[src/design/pmc_pkg.sv]
`timescale 1ns / 1ps
`default_nettype none
// Shared types, constants and arithmetic helpers for the ARGB compositor.
package pmc_pkg;

  localparam int MAX_WIDTH   = 128;
  localparam int MAX_HEIGHT  = 128;
  localparam int STORE_DEPTH = MAX_WIDTH * MAX_HEIGHT;
  localparam int ADDR_W      = $clog2(STORE_DEPTH);
  localparam int PIX_W       = 32;
  localparam int CFG_W       = 8;

  typedef enum logic [1:0] {
    OP_FILL  = 2'd0,
    OP_BLEND = 2'd1,
    OP_COPY  = 2'd2
  } op_t;

  typedef enum logic {
    REG_WIDTH  = 1'b0,
    REG_HEIGHT = 1'b1
  } reg_idx_t;

  typedef struct packed {
    op_t                op;
    logic signed [11:0] dest_col;
    logic signed [11:0] dest_row;
    logic [31:0]        src_pixel;
    logic [7:0]         global_alpha;
    logic               last_pixel;
  } in_item_t;

  typedef struct packed {
    logic [31:0] stored_pixel;
    logic        written;
    logic        in_bounds;
    logic        last_out;
  } out_item_t;

  // floor(x/255) for x up to 255*255
  function automatic logic [7:0] div255(input logic [15:0] x);
    logic [16:0] t;
    t = {1'b0, x} + 17'd1 + {9'd0, x[15:8]};
    return t[15:8];
  endfunction

  function automatic logic [7:0] mul_div255(input logic [7:0] c, input logic [7:0] a);
    logic [15:0] p;
    p = {8'd0, c} * {8'd0, a};
    return div255(p);
  endfunction

endpackage
`default_nettype wire

[src/design/pmc_blend.sv]
`timescale 1ns / 1ps
`default_nettype none
// Source-over of a premultiplied ARGB source onto a destination pixel.
module pmc_blend (
  input  wire logic [pmc_pkg::PIX_W-1:0] src,
  input  wire logic [pmc_pkg::PIX_W-1:0] dst,
  output logic      [pmc_pkg::PIX_W-1:0] pix
);
  import pmc_pkg::*;

  logic [7:0] inv;

  assign inv = 8'd255 - src[31:24];

  always_comb begin
    for (int k = 0; k < 4; k++) begin
      pix[k*8 +: 8] = src[k*8 +: 8] + mul_div255(dst[k*8 +: 8], inv);
    end
  end

endmodule
`default_nettype wire

[config.mk]
export PLATFORM = sky130hd
export DESIGN_NAME = pmc_blend
export DESIGN_NICKNAME = d
export VERILOG_FILES = /design/src/design/pmc_pkg.sv /design/src/design/pmc_blend.sv
export SDC_FILE = /design/constraint.sdc
export NUM_CORES = 1
export LEC_CHECK = 0
export BUFFER_PORTS_ARGS = -buffer_cell sky130_fd_sc_hd__buf_2
export CORE_UTILIZATION = 45
export DETAILED_ROUTE_END_ITERATION = 8
export SYNTH_ARGS = -nofsm -noshare
export SYNTH_HDL_FRONTEND = slang
export SYNTH_SLANG_ARGS = --single-unit
[constraint.sdc]
create_clock -name vclk -period 24
set_input_delay 7.2 -clock vclk [all_inputs]
set_output_delay 7.2 -clock vclk [all_outputs]
set_load 0.1 [all_outputs]
Word-level counts from Yosys, hierarchy flattened. Index checks and enable logic that the tools add are counted.

Add/subtract/negate cells: 13. $mul: 4. Divide/modulo/power cells: 0. $lt $le $gt $ge: 0. Equal/unequal tests: 0. Shift-type cells: 0. Mux-type cells: 0. Bitwise gates (word level): 0. Reduce and logical (&&, ||, !) cells: 0.

Operators by type and width (number): adder 16 x 1 -> 16 bit, second input constant (4); adder 16 x 8 -> 16 bit (4); multiplier 8 x 8 -> 16 bit (4); adder 8 bit (4); subtractor 8 bit, first input constant (1).

Register bits after elaboration: 0. Bits in latches: 0. Bits in writable memories: 0. ROM bits: 0. Input bits: 64. Output and inout port bits: 32. Logic and storage cells: 17. Memories kept: 0.

Longest topological paths before layout.
Depth after elaboration: 5. Depth in mapped cells: 36. Depth with buffers taken out: 35.

Worst setup path before layout. OpenSTA, ideal clock, no wires.

Path kind: input-to-output. Start point: input src[26] in the netlist's numbering. End point: output pix[31] in the netlist's numbering. Arrival: 15.595 ns. Required time: 16.800 ns. Path slack: 1.205 ns. Stages on the path: 34. Path buffers: 1. Cells stage by stage: clkbuf_1 > nand2b_1 > fa_1 > fa_1 > inv_1 > fa_1 > inv_1 > fa_1 > inv_1 > ha_1 > and3_1 > a2111oi_4 > o21bai_1 > a21oi_1 > xnor2_1 > ha_1 > or3_1 > a2111oi_0 > o32ai_1 > a221oi_1 > o41ai_1 > a21o_1 > nand2_1 > xnor2_1 > ha_1 > a21o_1 > a21oi_1 > nor2b_1 > o21a_1 > o41ai_1 > xor2_1 > xnor2_1 > and3_1 > nor2_1.

Cells in the longest elaborated chain, start to end: 5.

Ends and longest elaborated chain: start, declared (line pmc_blend.sv:5) `input wire logic [pmc_pkg::PIX_W-1:0] src,`; subtractor 8 bit (line pmc_blend.sv:13) `assign inv = 8'd255 - src[31:24];`; multiplier 8 x 8 -> 16 bit (line pmc_pkg.sv:49) `p = {8'd0, c} * {8'd0, a};`; adder 16 x 1 -> 16 bit (line pmc_pkg.sv:43) `t = {1'b0, x} + 17'd1 + {9'd0, x[15:8]};`; adder 16 x 8 -> 16 bit (line pmc_pkg.sv:43); adder 8 bit (*) (line pmc_blend.sv:17) `pix[k*8 +: 8] = src[k*8 +: 8] + mul_div255(dst[k*8 +: 8], inv);`; end, declared (line pmc_blend.sv:7) `output logic [pmc_pkg::PIX_W-1:0] pix`.

Every way passes the cells marked *; elsewhere a longest branch is shown, timed or not.

Worst setup path after layout.
Start point: input src[27] in the netlist's numbering. End point: output pix[31] in the netlist's numbering.

Same word-level chain as after synthesis.

==> impl_results.html <==
<table>
<tr><th>Metric</th><th>Value</th></tr>
<tr><th colspan="2">STA</th></tr>
<tr><td>Highest achievable clock rate</td><td>43.6 MHz</td></tr>
<tr><td>Worst slew pin tran</td><td>806 ps</td></tr>
<tr><td>Final setup viols</td><td>0</td></tr>
<tr><td>RSZ-0062 raised after global routing</td><td>no</td></tr>
<tr><td>Relative slew margins</td><td>45.4%</td></tr>
<tr><td>Hold Fails Final Rpt</td><td>0</td></tr>
<tr><td>Shortest clock period the worst path allows after layout</td><td>roughly 23000 ps</td></tr>
<tr><td>Setup TNS</td><td>0 ps</td></tr>
<tr><td>Part of the cycle the worst path needs</td><td>roughly 95%</td></tr>
<tr><td>Max Slew Vio Count</td><td>0</td></tr>
<tr><th colspan="2">Worst setup path</th></tr>
<tr><td>Element type at the critical path start</td><td>input pin</td></tr>
<tr><td>Arrival time of the worst setup path</td><td>15710 ps</td></tr>
<tr><td>Critical-path cell with the highest stage delay</td><td>buf_2</td></tr>
<tr><td>Critical-path maximum fanout</td><td>33</td></tr>
<tr><td>Critical setup path kind</td><td>input pin to output port</td></tr>
<tr><td>Largest stage delay on the critical path</td><td>540 ps</td></tr>
<tr><td>Critical path capture point type</td><td>output port</td></tr>
<tr><td>CP required</td><td>16800 ps</td></tr>
<tr><td>Cell seen most often among critical-path stages</td><td>fa_1</td></tr>
<tr><th colspan="2">Placement</th></tr>
<tr><td>Final GP Congestion</td><td>around 0.83</td></tr>
<tr><td># port buffers</td><td>96</td></tr>
<tr><td>Detail Placement HPWL</td><td>20.8 mm</td></tr>
<tr><th colspan="2">Final layout</th></tr>
<tr><td>Clock buffer count in the final layout</td><td>0</td></tr>
<tr><td>Diode insertion count for antenna repair</td><td>0</td></tr>
<tr><td>Fraction of layout cells with a size suffix above 1</td><td>8.55%</td></tr>
<tr><td>Most frequent standard cell in the layout excluding fill and tap cells</td><td>inv_1</td></tr>
<tr><td>Register area</td><td>0 sq um</td></tr>
<tr><td>FF+latch count</td><td>0</td></tr>
<tr><td>Top library cells by usage in the layout, fill and taps aside</td><td>224 x inv_1, 220 x nor2b_1, 192 x ha_1, 148 x fa_1, 96 x buf_2</td></tr>
<tr><td>Nets</td><td>about 1800</td></tr>
<tr><td>Area growth from synthesis to layout</td><td>6.83%</td></tr>
<tr><th colspan="2">Global route</th></tr>
<tr><td>Most utilized layer in the global route result</td><td>met2</td></tr>
<tr><td>Antenna violations before repair</td><td>0</td></tr>
<tr><td>Met2 usage in global routing</td><td>35.5%</td></tr>
<tr><td>Total global-route track usage</td><td>19.5%</td></tr>
<tr><td>Met1 track utilization from global routing</td><td>26.9%</td></tr>
<tr><td>Global-route wire length before repair</td><td>43.2 mm</td></tr>
<tr><td>Largest net degree at the start of global routing</td><td>35</td></tr>
<tr><td>Vias in the first global route</td><td>9267</td></tr>
<tr><td>Met3 Usage GRT</td><td>0.411%</td></tr>
<tr><td>Aggregate global routing overflow</td><td>0</td></tr>
<tr><th colspan="2">Run</th></tr>
<tr><td>Max-Cap Viols</td><td>0</td></tr>
<tr><th colspan="2">Detailed routing</th></tr>
<tr><td>Post-route DRC violation count</td><td>0</td></tr>
<tr><td>Final WL</td><td>25.0 mm</td></tr>
<tr><td>First-pass DRT Iterations</td><td>5</td></tr>
<tr><td>Number of DRC markers after the initial detailed-route iteration</td><td>436</td></tr>
<tr><td>Number of vias after detailed routing</td><td>9309</td></tr>
<tr><td>Average via count per standard cell</td><td>about 5.3</td></tr>
<tr><td>DR WL/cell</td><td>around 14 um</td></tr>
<tr><td>Post-DRT Antenna Nets</td><td>0</td></tr>
<tr><th colspan="2">Die</th></tr>
<tr><td>Floorplan die area</td><td>26100 sq um</td></tr>
<tr><td>Initial Utilization</td><td>between 40% and 50%</td></tr>
<tr><td>Ports placed on the boundary</td><td>96</td></tr>
<tr><td>Num rows</td><td>58</td></tr>
<tr><td>Die height</td><td>162 um</td></tr>
<tr><td>Die width</td><td>162 um</td></tr>
<tr><td>Placeable core region</td><td>25100 sq um</td></tr>
<tr><th colspan="2">Clock tree</th></tr>
<tr><td>Count of buffers added by post-CTS timing repair for setup</td><td>0</td></tr>
<tr><td># resized after CTS</td><td>0</td></tr>
<tr><td>Hold buffer count at CTS</td><td>0</td></tr>
<tr><th colspan="2">Yosys</th></tr>
<tr><td>Number of standard cells after synthesis</td><td>1361</td></tr>
<tr><td>Syn Std Cell Area</td><td>11500 sq um</td></tr>
<tr><td>Syn nets</td><td>1765</td></tr>
<tr><td>Post-Synthesis Mean Instance Area</td><td>8.42 sq um</td></tr>
<tr><td>Number of distinct library cell variants in the gate-level netlist after synthesis</td><td>between 70 and 80</td></tr>
<tr><td>Register area share after synthesis</td><td>0%</td></tr>
<tr><td>Warnings from Yosys</td><td>0</td></tr>
<tr><th colspan="2">Run status</th></tr>
<tr><td>Status</td><td>finished clean</td></tr>
<tr><th colspan="2">Hold path</th></tr>
<tr><td>Hold/Removal Path Class</td><td>input pin to output port</td></tr>
</table>
==> critical path, delay by kind of cell <==
| kind | cells | cell delay (ps) |
|---|---|---|
| compound gates | 12 | 2770 |
| buf+inv | 5 | 1100 |
| fa+ha+maj | 7 | 2830 |
| simple gates | 7 | 1190 |
| xor+xnor | 4 | 600 |
==> metrics by stage <==
step	area, sq um	util (%)	hold slack [ps]	instances	setup WS [ps]
floorplan	11500	-	14950	1361	1210
global placement	12200	48.8	14970	1757	1240
detailed placement	12200	48.8	14970	1757	1080
CTS	12200	48.8	14970	1757	1080
global route	12200	48.8	15000	1757	533
finish	12200	48.8	14970	1757	1090
==> layout make-up <==
class	count	area (sq um)
fill	2520	12900
multi-input combinational	1105	10500
tap	330	413
timing repair buffer	98	495
inverter	224	841
==> cell usage after synthesis (all sizes together) (4+ instances only) <==
master	n	area [sq um]
a21o	22	165
o21ai	32	164
or2	5	31.3
o31ai	8	65.1
and3	11	68.8
xnor3	4	90.1
a21oi	54	274
a2111oi	6	77.6
nand4	7	43.8
nor4	7	43.8
fa	148	2960
ha	192	2400
o211ai	7	52.6
xor2	33	304
o41ai	7	76.3
o21a	10	75.1
nor2	58	218
a211oi	14	110
nand2b	49	307
buf	5	23.8
nor3	11	55.1
nand2	30	113
nor2b	220	1380
o2111ai	5	50.0
and2	6	37.5
maj3	4	41.3
or3	8	50.1
clkbuf	27	101
nand3	23	115
xnor2	66	578
o21bai	9	67.6
inv	224	841
nor3b	4	30.0
o311ai	4	35.0
==> layer usage <==
layer	up-vias	routed length (um)	share of wire [%]
met2	120	12300	49
met1	4563	12100	49
met5	-	0	0
li1	4620	-	-
met4	0	76	0.30
met3	6	485	1.9
==> cell families (layout without fill, tap and decap cells) <==
logic type                 count (synthesis)  after routing  share of synthesized area (%)
xor gates and xnor gates                 104            104                           8.69
and+or+nand+nor                          449            449                           22.5
muxes                                      1              1                         0.0982
buffers and inverters                    256            322                           8.43
AOI/OAI and AO/OA                        207            207                           13.1
adders and majority gates                344            344                           47.2
==> path summary, 6_finish.rpt <==
check / start / end / slack [ps] / cells after the start
worst max-delay path: src[27] / pix[31] / 1090 / 35
worst min-delay path: src[0] / pix[0] / 14970 / 3
Power is not shown: default switching activity piles up to over one toggle a cycle in this logic, so the estimate is an artifact.
